### src/rtl/bvdc_pkg.sv
// shared constants and types for the battery voltage duty compensator
package bvdc_pkg;

  // default scaling of the compensator
  localparam int MAX_DUTY_DEF      = 1000;
  localparam int AVERAGE_SCALE_DEF = 1024;

  // fixed arithmetic constants
  localparam int PERCENT_LIMIT = 100;
  localparam int EMA_SHIFT     = 7;    // blend weight 1/128, keep 127/128

  // field widths
  localparam int CMD_W    = 3;
  localparam int MV_W     = 16;
  localparam int VOLT_W   = 17;
  localparam int DUTY_W   = 32;
  localparam int AVG_W    = 26;
  localparam int RESULT_W = 17;

  // divider: 32-bit dividend, 16-bit divisor, one quotient bit per cycle
  localparam int DIV_W  = 32;
  localparam int DVSR_W = 16;

  // stream beat widths, padded to whole bytes
  localparam int S_DATA_W = 72;
  localparam int M_DATA_W = 40;

  typedef enum logic [CMD_W-1:0] {
    CMD_SEED     = 3'd0,
    CMD_SAMPLE   = 3'd1,
    CMD_V2DUTY   = 3'd2,
    CMD_DUTY2V   = 3'd3,
    CMD_PCT2V    = 3'd4,
    CMD_RSVD5    = 3'd5,
    CMD_RSVD6    = 3'd6,
    CMD_RSVD7    = 3'd7
  } cmd_t;

endpackage

### src/rtl/battery_voltage_duty_compensator.sv
// top level: battery voltage average and duty/voltage conversions on a shared divider
// commands 0 to 4 pass through a multiply step, a load step, 32 radix-2 divide steps and an
// output step, in that order;
// unused command codes and a duty request on a zero average skip the divider
// one input beat is worked on at a time: the next beat is taken only after the result has gone
// to the output register, which may wait on m_tready; s_tready is low while an item is at work
// reset: rst (synchronous, active high) clears the average and the output valid
module battery_voltage_duty_compensator
  import bvdc_pkg::*;
#(
  parameter int MAX_DUTY      = MAX_DUTY_DEF,       // 1 .. 65535
  parameter int AVERAGE_SCALE = AVERAGE_SCALE_DEF   // 1 .. 1024
) (
  input  logic                clk,
  input  logic                rst,
  // input stream
  input  logic                s_tvalid,
  output logic                s_tready,
  // command[2:0], sample_mv[18:3], target_voltage_mv[35:19], duty_value[67:36], zero pad
  input  logic [S_DATA_W-1:0] s_tdata,
  // result stream
  output logic                m_tvalid,
  input  logic                m_tready,
  // result_value[16:0], average_mv[32:17], zero_average_flag[33], zero pad
  output logic [M_DATA_W-1:0] m_tdata
);

  localparam int CNT_W = $clog2(DIV_W);
  localparam logic [MV_W-1:0]   MAX_DUTY_V = MV_W'(MAX_DUTY);
  localparam logic [MV_W-1:0]   SCALE_V    = MV_W'(AVERAGE_SCALE);
  localparam logic [DIV_W-1:0]  MAX_DUTY_Q = DIV_W'(MAX_DUTY);
  localparam logic [DUTY_W-1:0] MAX_DUTY_D = DUTY_W'(MAX_DUTY);
  localparam logic [DUTY_W-1:0] PCT_LIM_D  = DUTY_W'(PERCENT_LIMIT);
  localparam logic [6:0]        PCT_LIM_S  = 7'(PERCENT_LIMIT);

  typedef enum logic [2:0] {
    ST_IDLE,   // waiting for an input beat
    ST_MUL,    // shared multiplier forms the product
    ST_LOAD,   // average update, divider operands loaded
    ST_DIV,    // restoring divider, one quotient bit per cycle
    ST_FIN     // sign, clamp and hand to the output register
  } state_t;

  state_t               state;

  // captured input beat
  cmd_t                 cmd;
  logic [MV_W-1:0]      sample;
  logic [VOLT_W-1:0]    volt;
  logic [DUTY_W-1:0]    duty;

  // persistent state: scaled average and its millivolt quotient
  logic [AVG_W-1:0]     avg;
  logic [MV_W-1:0]      avg_mv;

  // datapath registers
  logic [VOLT_W+MV_W-1:0] product;
  logic [DIV_W-1:0]     quo;
  logic [DVSR_W-1:0]    rem;
  logic [DVSR_W-1:0]    divisor;
  logic [CNT_W-1:0]     cnt;
  logic                 zero_flag;

  // output register
  logic [RESULT_W-1:0]  out_result;
  logic [MV_W-1:0]      out_avg;
  logic                 out_flag;

  // combinational
  logic [VOLT_W-1:0]    vmag;
  logic [DUTY_W-1:0]    dmag;
  logic [MV_W-1:0]      duty_clamp;
  logic [6:0]           pct_clamp;
  logic [VOLT_W-1:0]    mul_a;
  logic [MV_W-1:0]      mul_b;
  logic [AVG_W+8-1:0]   ema_acc;
  logic [AVG_W-1:0]     avg_blend;
  logic [AVG_W-1:0]     avg_new;
  logic [DVSR_W:0]      shifted;
  logic [DVSR_W+1:0]    diff;
  logic                 neg;
  logic [MV_W-1:0]      mag;
  logic [RESULT_W-1:0]  result_signed;

  assign s_tready = (state == ST_IDLE);

  // magnitudes of the signed inputs; the most negative codes still fit unsigned
  assign vmag = volt[VOLT_W-1] ? (~volt + 1'b1) : volt;
  assign dmag = duty[DUTY_W-1] ? (~duty + 1'b1) : duty;

  // symmetric clamps applied on the magnitude
  assign duty_clamp = (dmag > MAX_DUTY_D) ? MAX_DUTY_V : dmag[MV_W-1:0];
  assign pct_clamp  = (dmag > PCT_LIM_D)  ? PCT_LIM_S  : dmag[6:0];

  // one multiplier shared by all commands
  always_comb begin
    unique case (cmd)
      CMD_SEED, CMD_SAMPLE: begin
        mul_a = VOLT_W'(sample);
        mul_b = SCALE_V;
      end
      CMD_V2DUTY: begin
        mul_a = vmag;
        mul_b = MAX_DUTY_V;
      end
      CMD_DUTY2V: begin
        mul_a = VOLT_W'(duty_clamp);
        mul_b = avg_mv;
      end
      CMD_PCT2V: begin
        mul_a = VOLT_W'(pct_clamp);
        mul_b = avg_mv;
      end
      default: begin
        mul_a = '0;
        mul_b = '0;
      end
    endcase
  end

  // avg*127 + sample*scale, then divide by 128
  assign ema_acc   = ({1'b0, avg, 7'b0} - {8'b0, avg}) + (AVG_W+8)'(product);
  assign avg_blend = ema_acc[AVG_W+EMA_SHIFT-1:EMA_SHIFT];
  assign avg_new   = (cmd == CMD_SEED) ? product[AVG_W-1:0] : avg_blend;

  // restoring divide step
  assign shifted = {rem, quo[DIV_W-1]};
  assign diff    = {1'b0, shifted} - {2'b0, divisor};

  // sign of the signed result and the clamped magnitude
  always_comb begin
    neg = 1'b0;
    mag = quo[MV_W-1:0];
    unique case (cmd)
      CMD_V2DUTY: begin
        neg = volt[VOLT_W-1];
        mag = (quo > MAX_DUTY_Q) ? MAX_DUTY_V : quo[MV_W-1:0];
      end
      CMD_DUTY2V, CMD_PCT2V: begin
        neg = duty[DUTY_W-1];
      end
      default: begin
        mag = '0;
      end
    endcase
  end

  assign result_signed = neg ? (~{1'b0, mag} + 1'b1) : {1'b0, mag};

  always_ff @(posedge clk) begin
    if (rst) begin
      state    <= ST_IDLE;
      avg      <= '0;
      avg_mv   <= '0;
      m_tvalid <= 1'b0;
    end else begin
      // output register drains independently of the sequencer; a new result
      // handed over in ST_FIN sets it instead
      if (m_tready && state != ST_FIN) begin
        m_tvalid <= 1'b0;
      end

      unique case (state)
        ST_IDLE: begin
          if (s_tvalid) begin
            cmd    <= cmd_t'(s_tdata[2:0]);
            sample <= s_tdata[18:3];
            volt   <= s_tdata[35:19];
            duty   <= s_tdata[67:36];
            state  <= ST_MUL;
          end
        end

        ST_MUL: begin
          product <= mul_a * mul_b;
          state   <= ST_LOAD;
        end

        ST_LOAD: begin
          rem       <= '0;
          cnt       <= CNT_W'(DIV_W - 1);
          zero_flag <= 1'b0;
          unique case (cmd)
            CMD_SEED, CMD_SAMPLE: begin
              // update the scaled average here; its millivolt quotient follows from the divide
              avg     <= avg_new;
              quo     <= DIV_W'(avg_new);
              divisor <= SCALE_V;
              state   <= ST_DIV;
            end
            CMD_V2DUTY: begin
              if (avg_mv == '0) begin
                // no average yet: saturate by the sign of the voltage
                zero_flag <= 1'b1;
                quo       <= (vmag != '0) ? MAX_DUTY_Q : '0;
                state     <= ST_FIN;
              end else begin
                quo     <= product[DIV_W-1:0];
                divisor <= avg_mv;
                state   <= ST_DIV;
              end
            end
            CMD_DUTY2V: begin
              quo     <= product[DIV_W-1:0];
              divisor <= MAX_DUTY_V;
              state   <= ST_DIV;
            end
            CMD_PCT2V: begin
              quo     <= product[DIV_W-1:0];
              divisor <= DVSR_W'(PERCENT_LIMIT);
              state   <= ST_DIV;
            end
            default: begin
              quo   <= '0;
              state <= ST_FIN;
            end
          endcase
        end

        ST_DIV: begin
          if (!diff[DVSR_W+1]) begin
            rem <= diff[DVSR_W-1:0];
            quo <= {quo[DIV_W-2:0], 1'b1};
          end else begin
            rem <= shifted[DVSR_W-1:0];
            quo <= {quo[DIV_W-2:0], 1'b0};
          end
          cnt <= cnt - 1'b1;
          if (cnt == '0) begin
            state <= ST_FIN;
          end
        end

        ST_FIN: begin
          if (!m_tvalid || m_tready) begin
            if (cmd == CMD_SEED || cmd == CMD_SAMPLE) begin
              avg_mv  <= quo[MV_W-1:0];
              out_avg <= quo[MV_W-1:0];
            end else begin
              out_avg <= avg_mv;
            end
            out_result <= result_signed;
            out_flag   <= zero_flag;
            m_tvalid   <= 1'b1;
            state      <= ST_IDLE;
          end
        end

        default: begin
          state <= ST_IDLE;
        end
      endcase
    end
  end

  assign m_tdata = {{(M_DATA_W - RESULT_W - MV_W - 1){1'b0}}, out_flag, out_avg, out_result};

  // an accepted beat keeps the input side closed for the next cycle
  a_busy_after_accept: assert property (@(posedge clk) disable iff (rst)
    s_tvalid && s_tready |=> !s_tready)
    else $error("input accepted again right after a beat");

  // the zero-average flag only comes with a zero average
  a_flag_avg_zero: assert property (@(posedge clk) disable iff (rst)
    m_tvalid && m_tdata[33] |-> m_tdata[32:17] == '0)
    else $error("zero average flag with nonzero average");

  // a saturated duty is +-MAX_DUTY or zero
  a_flag_saturates: assert property (@(posedge clk) disable iff (rst)
    m_tvalid && m_tdata[33] |->
      (m_tdata[16:0] == RESULT_W'(MAX_DUTY)) || (m_tdata[16:0] == RESULT_W'(-MAX_DUTY))
      || (m_tdata[16:0] == '0))
    else $error("zero average result not saturated");

endmodule
### config.mk
export PLATFORM = sky130hd
export DESIGN_NAME = battery_voltage_duty_compensator
export DESIGN_NICKNAME = d
export VERILOG_FILES = /design/src/rtl/bvdc_pkg.sv /design/src/rtl/battery_voltage_duty_compensator.sv
export SDC_FILE = /design/constraint.sdc
export NUM_CORES = 1
export LEC_CHECK = 0
export BUFFER_PORTS_ARGS = -buffer_cell sky130_fd_sc_hd__buf_2
export CAP_MARGIN = 20
export CORE_MARGIN = 1
export CORE_UTILIZATION = 30
export CTS_BUF_LIST = sky130_fd_sc_hd__clkbuf_8
export DETAILED_ROUTE_END_ITERATION = 12
export GPL_ROUTABILITY_DRIVEN = 0
export SYNTH_ARGS = -nofsm -noshare
export SYNTH_HDL_FRONTEND = slang
export SYNTH_SLANG_ARGS = --single-unit
### constraint.sdc
create_clock -name clk -period 12.8 [get_ports clk]
set_input_delay 3.84 -clock clk [delete_from_list [all_inputs] [get_ports clk]]
set_output_delay 3.84 -clock clk [all_outputs]
set_load 0.01 [all_outputs]
# Yosys cells after proc, flatten, opt, wreduce, memory -nomap -nowiden

Cells that the tools add are included.

Add/subtract/negate cells: 7
Multipliers: 1
Magnitude comparators: 3
Equality and inequality tests: 13
Mux-type cells: 32
Bitwise gates (word level): 4
Reduce and logical (&&, ||, !) cells: 23

Operator list:

| operator                | count |
|---|---|
| $mux W16                | 6 |
| $pmux W32 S3            | 1 |
| $pmux W17 S4            | 1 |
| $gt A32 B10 Y1 const B  | 2 |
| $mux W32                | 2 |
| $pmux W16 S2            | 2 |
| $pmux W16 S4            | 1 |
| $pmux W32 S2            | 1 |
| $pmux W16 S3            | 1 |
| $add A17 B1 Y17 const B | 2 |
| $add A33 B33 Y33        | 1 |
| $mul A17 B16 Y33        | 1 |
| $sub A33 B26 Y33        | 1 |
| $add A32 B1 Y32 const B | 1 |
| $gt A32 B7 Y1 const B   | 1 |
| $not A32 Y32            | 1 |
| $mux W26                | 1 |
| $sub A17 B16 Y18        | 1 |
| $mux W17                | 1 |
| $not A16 Y17            | 1 |
| $not A17 Y17            | 1 |
| $reduce_bool A17 Y1     | 1 |
| $logic_not A16 Y1       | 1 |
| $pmux W3 S5             | 1 |
| other kinds (26)        | 50 |

Flip-flop bits (word level): 251
Input bits: 76
Output and inout bits: 42
Logic and storage cells: 101

# Longest topological paths before layout

Gate-level depths: netlist of the first run.

Word-level depth: 8
Gate-level depth with buffers: 38
Gate-level depth less buffers: 35

# Least setup slack after synthesis of the first run

No wires, ideal clock.

Kind: reg-to-reg
From: reg duty[0]
To: reg product[28] (data pin)
Library setup time: 0.260 ns
Arrival time: 8.747 ns
Required time: 12.540 ns
Path slack: 3.794 ns
Stages on the path, launching flop included: 34
Path buffers: 2
Period minus slack after synthesis: 9.006 ns
Cell sequence: edfxtp_1 -> inv_1 -> ha_1 -> or4b_1 -> clkbuf_1 -> nor4_4 -> a31oi_1 -> o32a_1 -> a211oi_1 -> and4_4 -> buf_8 -> a31oi_2 -> nor3b_2 -> nor2_1 -> fa_1 -> inv_1 -> fa_1 -> fa_1 -> inv_1 -> fa_1 -> fa_1 -> inv_1 -> fa_1 -> inv_1 -> ha_1 -> and4_1 -> a221o_1 -> a22o_1 -> a31o_2 -> o41ai_1 -> o21ai_0 -> nor4_1 -> nor3_1 -> xnor2_1

Longest elaborated chain between the ends: 7
Elaborated cells on any way between the ends: 9
Classes of those cells: add/sub (1); mul (1); order compare (2); mux (4); bitwise (1)

Ends and longest elaborated chain:

| what                                                   | RTL line                                                                       | RTL |
|---|---|---|
| start: declaration                                     | battery_voltage_duty_compensator.sv:50                                         | `logic [DUTY_W-1:0] duty;` |
| start signal: assignment                               | battery_voltage_duty_compensator.sv:169                                        | `duty <= s_tdata[67:36];` |
| $not A32 Y32                                           | battery_voltage_duty_compensator.sv:89                                         | `assign dmag = duty[DUTY_W-1] ? (~duty + 1'b1) : duty;` |
| $add A32 B1 Y32                                        | battery_voltage_duty_compensator.sv:89                                         |  |
| $mux W32 (*)                                           | battery_voltage_duty_compensator.sv:89                                         |  |
| $gt A32 B7 Y1 / $gt A32 B10 Y1 (equally long branches) | battery_voltage_duty_compensator.sv:93, battery_voltage_duty_compensator.sv:92 |  |
| $mux W7 / $mux W16 (equally long branches)             | battery_voltage_duty_compensator.sv:93, battery_voltage_duty_compensator.sv:92 |  |
| $pmux W17 S4 (*)                                       | battery_voltage_duty_compensator.sv:97                                         | `unique case (cmd)` |
| $mul A17 B16 Y33 (*)                                   | battery_voltage_duty_compensator.sv:175                                        | `product <= mul_a * mul_b;` |
| end signal: assignment                                 | battery_voltage_duty_compensator.sv:175                                        |  |
| end: declaration                                       | battery_voltage_duty_compensator.sv:57                                         | `logic [VOLT_W+MV_W-1:0] product;` |

Mark *: on every way between the ends. The rest lies on a longest branch, timed or not.
A chain may end at the register's enable or synchronous reset.

# Final worst setup path of the first run

From: reg duty[0]
To: reg product[29] (data pin)

The elaborated chain is that of the path after synthesis.

==> results_dict.tcl, run 1 <==
set metrics [dict create \
    antenna_found_initial 2 \
    slew-limit-headroom_pct 26.6 \
    grt_usage_pct 15.9 \
    synth.most_common_cell "inv_1" \
    setup_ws_ns 2.32 \
    ys_ff_latch 251 \
    start_util_pct 30.2 \
    antenna_left 0 \
    die-height_um 281 \
    hold_class "reg2reg" \
    synthFlopType "edfxtp_1" \
    syn_area_per_cell_um2 9.52 \
    synth-edff-count 205 \
    clock_skew_ns 0.0492 \
    start_kind "flip-flop" \
    hp-start "zero_flag$_SDFFCE_PN0P_" \
    drive_gt1_share_pct 10.2 \
    grt_pass1_vias 17700 \
    ios 118 \
    via_count 18000 \
    power.leakage_nw 11.5 \
    clock_latency_ns 0.65 \
    async_flop_share_pct 0 \
    fill_cells 8044 \
    cts-resized-gates 0 \
    r2r-start "duty[0]$_DFFE_PP_" \
    clock-sinks 251 \
    clockBufferDepth 3 \
    min_period_ns 10.48 \
    drc_errors 0 \
    nets 3086 \
    numCtsBuffers 45 \
    worst_pin_slew_ns 1.07 \
    wl_per_cell_um 16.8 \
    cp-end-kind "flip-flop" \
    synth_top_area_share_pct 26.3 \
    grt_pass1_wl_mm 97.8 \
    period_share_pct 81.9 \
    final_hold_viol_count 0 \
    setup.worst_path.class "reg2reg" \
    p_per_area_mw_per_mm2 122 \
    area_delta_synth_final_pct 12.6 \
    grt_max_degree 69 \
    drv_slew 0 \
    crit_start "duty[0]$_DFFE_PP_" \
    cts_setup_buffers 0 \
    dp_cells 3607 \
    path_max_fanout 12 \
    clockRootBuffer "clkbuf_8" \
    syn_inst 2456 \
    core.rowCount 102 \
    dpl_worst_slack_ns 2.47 \
    dp_hpwl_mm 48.6 \
    layout.cells.non_filler 3693 \
    design.core.area_mm2 0.0773 \
    h-tree-depth 2 \
    rsz0062_at_grt "no" \
    cap_violations 0 \
    synth_seq_area_share_pct 30.3 \
    die_x_um 281 \
    dieArea_mm2 0.0791 \
    clk_pin_slew_ns 0.06 \
    critical_path_arrival_ns 10.82 \
    ys_top_cells_by_count "inv_1, nor2_1, fa_1, edfxtp_1, nand2_1" \
    first_pass_iters 5 \
    cts_tree "yes" \
    worst_path_max_delay_cell "nand2_1" \
    critPathMaxStageDelay_ns 0.61 \
    outcome "finished clean" \
    p_total_w 0.00323 \
    finalSetupViolations 0 \
    overflow 0 \
    yosysTopAreaCell "edfxtp_1" \
    yosys-top-cells-area "edfxtp_1, fa_1, ha_1" \
    crit_required_ns 13.15 \
    ys_types 92 \
    vias_per_cell 4.88 \
    netlist_area_mm2 0.0234 \
    portBuffers 107 \
    max_freq_mhz 95.4 \
    yosys_warnings 0 \
    drt_first_iter_violations 1368 \
    postCtsHoldBufs 0 \
    tns_ns 0 \
    wl_mm 61.9 \
    peakVddDrop_uv 77.0 \
]
==> cell usage in the layout (no fill, tap or decap), drive strengths merged, types with 11 or more instances in the layout <==
master,netlist,routed
inv,405,417
nor2,259,259
fa,228,228
edfxtp,205,205
nand2,202,202
ha,167,167
buf,22,134
a21oi,104,104
o21ai,89,89
conb,2,70
xnor2,64,64
nand3,51,51
nor3,50,50
clkbuf,68,48
dfxtp,46,46
mux2i,42,42
xor2,31,31
nand2b,30,30
a211oi,28,28
a21o,27,27
nor4,26,26
a31oi,23,23
nand4,22,22
or2,21,21
a22oi,20,20
and2,18,18
mux2,16,16
clkinv,1,16
nor2b,15,15
or3,11,11
o21a,11,11
==> through the flow <==
stage               hold slack (ns)  instance area, um^2  util, %
floorplan                     0.400                23600        -
CTS                           0.421                26300     34.0
global route                  0.429                26300     34.0
finish                        0.419                26300     34.0
global placement              0.417                25300     32.8
detailed placement            0.407                25300     32.8
==> kinds of logic after synthesis <==
group / after synthesis / share of synthesized area (%)
flip-flops: 251 / 30.3
adder cells (fa/ha/maj): 395 / 28.5
buffers and inverters: 496 / 8.24
multiplexers: 58 / 2.57
XOR/XNOR: 95 / 3.56
other: 2 / 0.0321
AND/OR/NAND/NOR: 744 / 15.2
AO/OA/AOI/OAI: 415 / 11.7
==> state kept, by name (all words and copies together) (netlist names) <==
| register | count |
|---|---|
| cmd | 3 |
| zero_flag | 1 |
| product | 33 |
| state | 3 |
| out_result | 17 |
| out_avg | 16 |
| cnt | 5 |
| m_tvalid | 1 |
| quo | 32 |
| duty | 32 |
| avg | 26 |
| divisor | 16 |
| sample | 16 |
| out_flag | 1 |
| rem | 16 |
| volt | 17 |
| avg_mv | 16 |
==> area by class of cell <==
class                   count  area, um^2  area share, %
clock inverters            35         320           1.22
multi-input cells        1777       14700           55.8
well taps                1040        1300           4.94
clock buffers              48         661           2.51
repair buffers            134         746           2.83
inverters                 406        1520           5.79
diodes                      2        5.00         0.0190
flip-flops and latches    251        7080           26.9
==> path summary, 6_finish.rpt <==
kind	to	slack, ns	cells after the start
min	out_flag$_DFFE_PP_	0.42	0
max reg2reg	product[29]$_DFFE_PP_	2.32	31
max	product[29]$_DFFE_PP_	2.32	31
min reg2reg	out_flag$_DFFE_PP_	0.42	0
==> worst max-delay path, delay by kind of cell (launching register included) <==
kind            cells  cell delay [ns]
fa+ha+maj           8             3.34
buf+inv             5             0.34
simple gates        8             2.88
flops               1             0.50
compound gates     10             3.12
==> routing by layer <==
metal  up-vias  share of wire, %  global-route usage [%]  wire (um)
met5         -                 0                       0          0
met3       106               7.3                    3.05       4530
li1       8568                 -                       -          -
met4         0               2.7                    4.92       1690
met2       621                44                    24.9      27400
met1      8714                46                    22.0      28200
==> report_power, final <==
part / total, W / internal (W) / switching [W]
registers: 0.00103 / 0.000976 / 0.0000505
clock network: 0.000834 / 0.000458 / 0.000376
logic: 0.00137 / 0.000566 / 0.000799
total: 0.00323 / 0.00200 / 0.00123
(Power assumes the default switching activity.)
==> run 2, diff against run 1 <==
==> constraint.sdc (replaced) <==
create_clock -name clk -period 10.2 [get_ports clk]
set_input_delay 3.06 -clock clk [delete_from_list [all_inputs] [get_ports clk]]
set_output_delay 3.06 -clock clk [all_outputs]
set_load 0.01 [all_outputs]
==> run 2 against run 1 <==
Compared with the run above: power up 26%; sequential power up 25%; hold slack better by 0.023 ns; sequential cell count unchanged; largest cell class unchanged.
==> results_dict.tcl, run 2 (synthesized netlist as in run 1, its figures left out) <==
set metrics [dict create \
    grt_pass1_vias 17700 \
    final_common_cell "inv_1" \
    dp_hpwl_mm 49.6 \
    dieArea_mm2 0.0791 \
    n_antenna_cell 0 \
    grt_max_degree 69 \
    rsz0062_at_grt "yes" \
    critPathMaxStageDelay_ns 0.59 \
    die_x_um 281 \
    regArea_mm2 0.00708 \
    period_share_pct 95.8 \
    worst_pin_slew_ns 1.13 \
    design.core.area_mm2 0.0773 \
    nets 3115 \
    critPathCapture "product[29]$_DFFE_PP_" \
    overflow 0 \
    crit_path_frequent_cell "fa_1" \
    multi_input_area_mm2 0.0147 \
    via_count 18200 \
    clock-sinks 251 \
    fill_cells 8022 \
    rr_worst_depth 33 \
    drive_gt1_share_pct 11.4 \
    hold_class "reg2reg" \
    area_delta_synth_final_pct 13.6 \
    ios 118 \
    vias_per_cell 4.88 \
    clock_latency_ns 0.64 \
    critical_path_arrival_ns 10.11 \
    largest_reg_flops 33 \
    setup_ws_ns 0.433 \
    setup.worst_path.class "reg2reg" \
    start_kind "flip-flop" \
    wl_mm 62.2 \
    min_period_ns 9.77 \
    portBuffers 107 \
    clockRootBuffer "clkbuf_8" \
    die-height_um 281 \
    antenna_left 0 \
    start_util_pct 30.2 \
    dpl_worst_slack_ns 0.313 \
    outcome "finished clean" \
    numCtsBuffers 46 \
    r2r-start "duty[0]$_DFFE_PP_" \
    antenna_found_initial 2 \
    r2r_slack_ns 0.43 \
    cap_violations 0 \
    drt_first_iter_violations 1304 \
    worst_path_max_delay_cell "fa_1" \
    grt_usage_pct 16.1 \
    drc_errors 0 \
    worst_hold_slack_ns 0.443 \
    p_per_area_mw_per_mm2 153 \
    r2r_end "product[29]$_DFFE_PP_" \
    crit_required_ns 10.54 \
    finalSetupViolations 0 \
    core.rowCount 102 \
    power.leakage_nw 11.6 \
    most-common-layout-cells "inv_1, nor2_1, fa_1, edfxtp_1, nand2_1" \
    clk_pin_slew_ns 0.06 \
    clockBufferDepth 3 \
    clock_skew_ns 0.0461 \
    top_register "product" \
    top_regs "product x33, duty x32, quo x32" \
    wl_per_cell_um 16.7 \
    slew-limit-headroom_pct 24.5 \
    peakVddDrop_uv 117 \
    crit_start "duty[0]$_DFFE_PP_" \
    max_freq_mhz 102 \
    cp-end-kind "flip-flop" \
    cts_tree "yes" \
    h-tree-depth 2 \
    first_pass_iters 7 \
    drv_slew 0 \
    final_hold_viol_count 0 \
    path_max_fanout 12 \
    grt_pass1_wl_mm 99.1 \
]
[run 2: critical path: cells and delay by family (launching register included)]
family / cells / cell delay (ns)
flip-flops: 1 / 0.49
adder cells (fa/ha/maj): 8 / 3.57
AO/OA/AOI/OAI: 12 / 2.77
buffers and inverters: 7 / 0.89
AND/OR/NAND/NOR: 6 / 1.75
[run 2: cell type report]
class / instances / share of cell area, %
multi-input cells: 1777 / 55.4
flip-flops and latches: 251 / 26.6
inverters: 406 / 5.73
well taps: 1040 / 4.90
repair buffers: 162 / 3.69
clock buffers: 46 / 2.38
clock inverters: 39 / 1.25
[run 2: how the worst min path moves through the flow]
stage                             from  depth (start not counted)                 end  slack (ns)
3_3_place_gp   zero_flag$_SDFFCE_PN0P_                          0  out_flag$_DFFE_PP_        0.43
3_5_place_dp   zero_flag$_SDFFCE_PN0P_                          0  out_flag$_DFFE_PP_        0.43
6_report       zero_flag$_SDFFCE_PN0P_                          0  out_flag$_DFFE_PP_        0.44
2_1_floorplan  zero_flag$_SDFFCE_PN0P_                          0  out_flag$_DFFE_PP_        0.40
4_1_cts        zero_flag$_SDFFCE_PN0P_                          0  out_flag$_DFFE_PP_        0.42
5_1_grt        zero_flag$_SDFFCE_PN0P_                          0  out_flag$_DFFE_PP_        0.42
[run 2: what timing repair did]
action	4_1_cts	5_1_grt
buffers inserted	0	2
hold buffers	0	0
endpoints found under the setup margin	0	5
gates resized for setup	0	8
[run 2: per-stage QoR]
stage	power [W]	util, %	instances	setup TNS (ns)	area, um^2
global route	0.00435	34.4	3721	-0.0132	26600
global placement	0.00300	33.0	3633	0	25600
finish	0.00406	34.4	3721	0	26600
CTS	0.00407	34.3	3718	0	26500
detailed placement	0.00302	33.0	3633	0	25600
floorplan	0.00256	-	2524	0	23600
[run 2: layer usage]
| metal | up-vias | wire [um] | track usage [%] | part of all wire (%) |
|---|---|---|---|---|
| met5 | - | 0 | 0 | 0 |
| met4 | 0 | 1630 | 4.54 | 2.6 |
| met3 | 115 | 4210 | 2.70 | 6.8 |
| met2 | 607 | 27800 | 25.5 | 45 |
| met1 | 8833 | 28500 | 22.3 | 46 |
| li1 | 8614 | - | - | - |
[run 2: where the power goes]
group / switching [W] / total (W) / internal, W
combinational: 0.00102 / 0.00174 / 0.000727
sequential: 0.0000635 / 0.00129 / 0.00122
clock: 0.000470 / 0.00103 / 0.000560
==> run 3, diff against run 2 <==
--- a/config.mk
+++ b/config.mk
@@ -8,10 +8,11 @@
 export BUFFER_PORTS_ARGS = -buffer_cell sky130_fd_sc_hd__buf_2
 export CAP_MARGIN = 20
 export CORE_MARGIN = 1
-export CORE_UTILIZATION = 30
+export CORE_UTILIZATION = 50
 export CTS_BUF_LIST = sky130_fd_sc_hd__clkbuf_8
 export DETAILED_ROUTE_END_ITERATION = 12
 export GPL_ROUTABILITY_DRIVEN = 0
+export PLACE_DENSITY = 0.67
 export SYNTH_ARGS = -nofsm -noshare
 export SYNTH_HDL_FRONTEND = slang
 export SYNTH_SLANG_ARGS = --single-unit
==> constraint.sdc (replaced) <==
create_clock -name clk -period 10.2 [get_ports clk]
set_input_delay 2.04 -clock clk [delete_from_list [all_inputs] [get_ports clk]]
set_output_delay 2.04 -clock clk [all_outputs]
set_load 0.01 [all_outputs]
==> run 3 against run 2 <==
Compared with the run above: final cell count fell by 12%; setup slack got worse by 0.018 ns; clock power fell by 7%; sequential share of layout area rose by 0.57 points; via count rose by 2.9%; die area fell by 40%; fmax fell by 0.18%; register-to-register slack got worse by 0.02 ns; sequential power barely moved.
==> results_dict.tcl, run 3 (synthesized netlist as in run 1, its figures left out) <==
set metrics [dict create \
    antenna_left 0 \
    max_freq_mhz 102 \
    final_hold_viol_count 0 \
    core.rowCount 78 \
    setup_ws_ns 0.415 \
    crit_required_ns 10.55 \
    die-height_um 218 \
    min_period_ns 9.78 \
    grt_usage_pct 26.2 \
    first_pass_iters 6 \
    h-tree-depth 2 \
    dpl_worst_slack_ns 0.218 \
    die_x_um 218 \
    via_count 18700 \
    clock_skew_ns 0.0263 \
    design.core.area_mm2 0.0458 \
    drt_first_iter_violations 1503 \
    nets 3118 \
    grt_max_degree 69 \
    area_delta_synth_final_pct 11.3 \
    drive_gt1_share_pct 11.6 \
    drc_errors 0 \
    wl_met3_mm 5.30 \
    postCtsHoldBufs 0 \
    largest_reg_flops 33 \
    top_signal_layer_used "met4" \
    dp_hpwl_mm 47.7 \
    critPathMaxStageDelay_ns 0.57 \
    clock-sinks 251 \
    slew-limit-headroom_pct 23.9 \
    grt_pass1_wl_mm 97.2 \
    antenna_found_initial 1 \
    most-common-layout-cells "inv_1, nor2_1, fa_1, edfxtp_1, nand2_1" \
    cp-end-kind "flip-flop" \
    worst_pin_slew_ns 1.14 \
    path_max_fanout 7 \
    met2_length_mm 29.1 \
    ios 118 \
    final_common_cell "inv_1" \
    wl_per_cell_um 18.8 \
    fill_cells 3971 \
    start_util_pct 51.1 \
    drv_slew 0 \
    critical_path_arrival_ns 10.14 \
    wl_mm 61.8 \
    n_antenna_cell 0 \
    setup.worst_path.class "reg2reg" \
    start_kind "flip-flop" \
    dieArea_mm2 0.0476 \
    outcome "finished clean" \
    crit_path_frequent_cell "fa_1" \
    overflow 0 \
    period_share_pct 95.9 \
    clock_latency_ns 0.63 \
    p_per_area_mw_per_mm2 152 \
    clockBufferDepth 3 \
    worst_hold_slack_ns 0.463 \
    clk_pin_slew_ns 0.06 \
    rsz0062_at_grt "no" \
    finalSetupViolations 0 \
    drt-met1-wl_mm 25.2 \
    vias_per_cell 5.69 \
    numCtsBuffers 45 \
    clockRootBuffer "clkbuf_8" \
    grt_pass1_vias 18500 \
    tns_ns 0 \
    peakVddDrop_uv 126 \
    top_regs "product x33, duty x32, quo x32" \
    top_register "product" \
    portBuffers 107 \
    power.leakage_nw 11.6 \
    cap_violations 0 \
    worst_path_max_delay_cell "fa_1" \
    hold_class "reg2reg" \
    cts_tree "yes" \
]
==> run 3: changes by cell type in the layout (fill, tap and decap cells not counted), sizes merged <==
cell      change
inv           +4
buf           +3
clkinv        -3
bufinv        -2
clkinvlp      -2
and4          +1
clkbuf        +1
==> run 3: path summary, 6_finish.rpt <==
kind | from | to | slack [ns] | cells after the start
worst min register to register | avg[2]$_SDFFE_PP0P_ | avg[2]$_SDFFE_PP0P_ | 0.46 | 2
worst max-delay path | duty[0]$_DFFE_PP_ | product[29]$_DFFE_PP_ | 0.42 | 31
worst min-delay path | avg[2]$_SDFFE_PP0P_ | avg[2]$_SDFFE_PP0P_ | 0.46 | 2
worst max register to register | duty[0]$_DFFE_PP_ | product[29]$_DFFE_PP_ | 0.42 | 31
==> run 3: worst max-delay path, delay by kind of cell, from the launching register on <==
kind,cells,cell delay [ns]
buf+inv,7,0.77
fa+ha+maj,8,3.73
flops,1,0.41
compound gates,11,3.08
simple gates,5,1.50
==> run 3: power by group <==
group          internal [W]  switching [W]  total, W
logic              0.000716       0.000984   0.00170
registers           0.00122      0.0000607   0.00129
clock network      0.000512       0.000446  0.000958
total               0.00245        0.00149   0.00394
==> run 3: layout make-up <==
type	count	area, um^2	share of cell area (%)
Clock buffer	47	647	2.49
Clock inverter	36	259	0.995
Inverter	406	1520	5.86
Multi-Input combinational cell	1778	14800	56.8
Sequential cell	251	7080	27.2
Tap cell	600	751	2.89
Timing Repair Buffer	165	995	3.82
==> run 3: routing by layer <==
layer	track usage, %	vias to the layer above
li1	-	8629
met1	33.6	9024
met3	5.21	165
met2	43.6	877
met4	9.86	0
met5	0.729	-
==> run 3: stage by stage <==
stage / power [W] / instance area [um^2] / utilization (%) / instances
floorplan: 0.00256 / 23600 / - / 2524
global placement: 0.00289 / 25000 / 54.5 / 3192
detailed placement: 0.00294 / 25000 / 54.6 / 3193
CTS: 0.00391 / 25900 / 56.6 / 3276
global route: 0.00423 / 26000 / 56.8 / 3283
finish: 0.00394 / 26000 / 56.8 / 3283
==> run 3: what timing repair did <==
action	in CTS	in global routing
setup endpoints to repair	0	3
resized for setup	0	16
buffers inserted	0	5
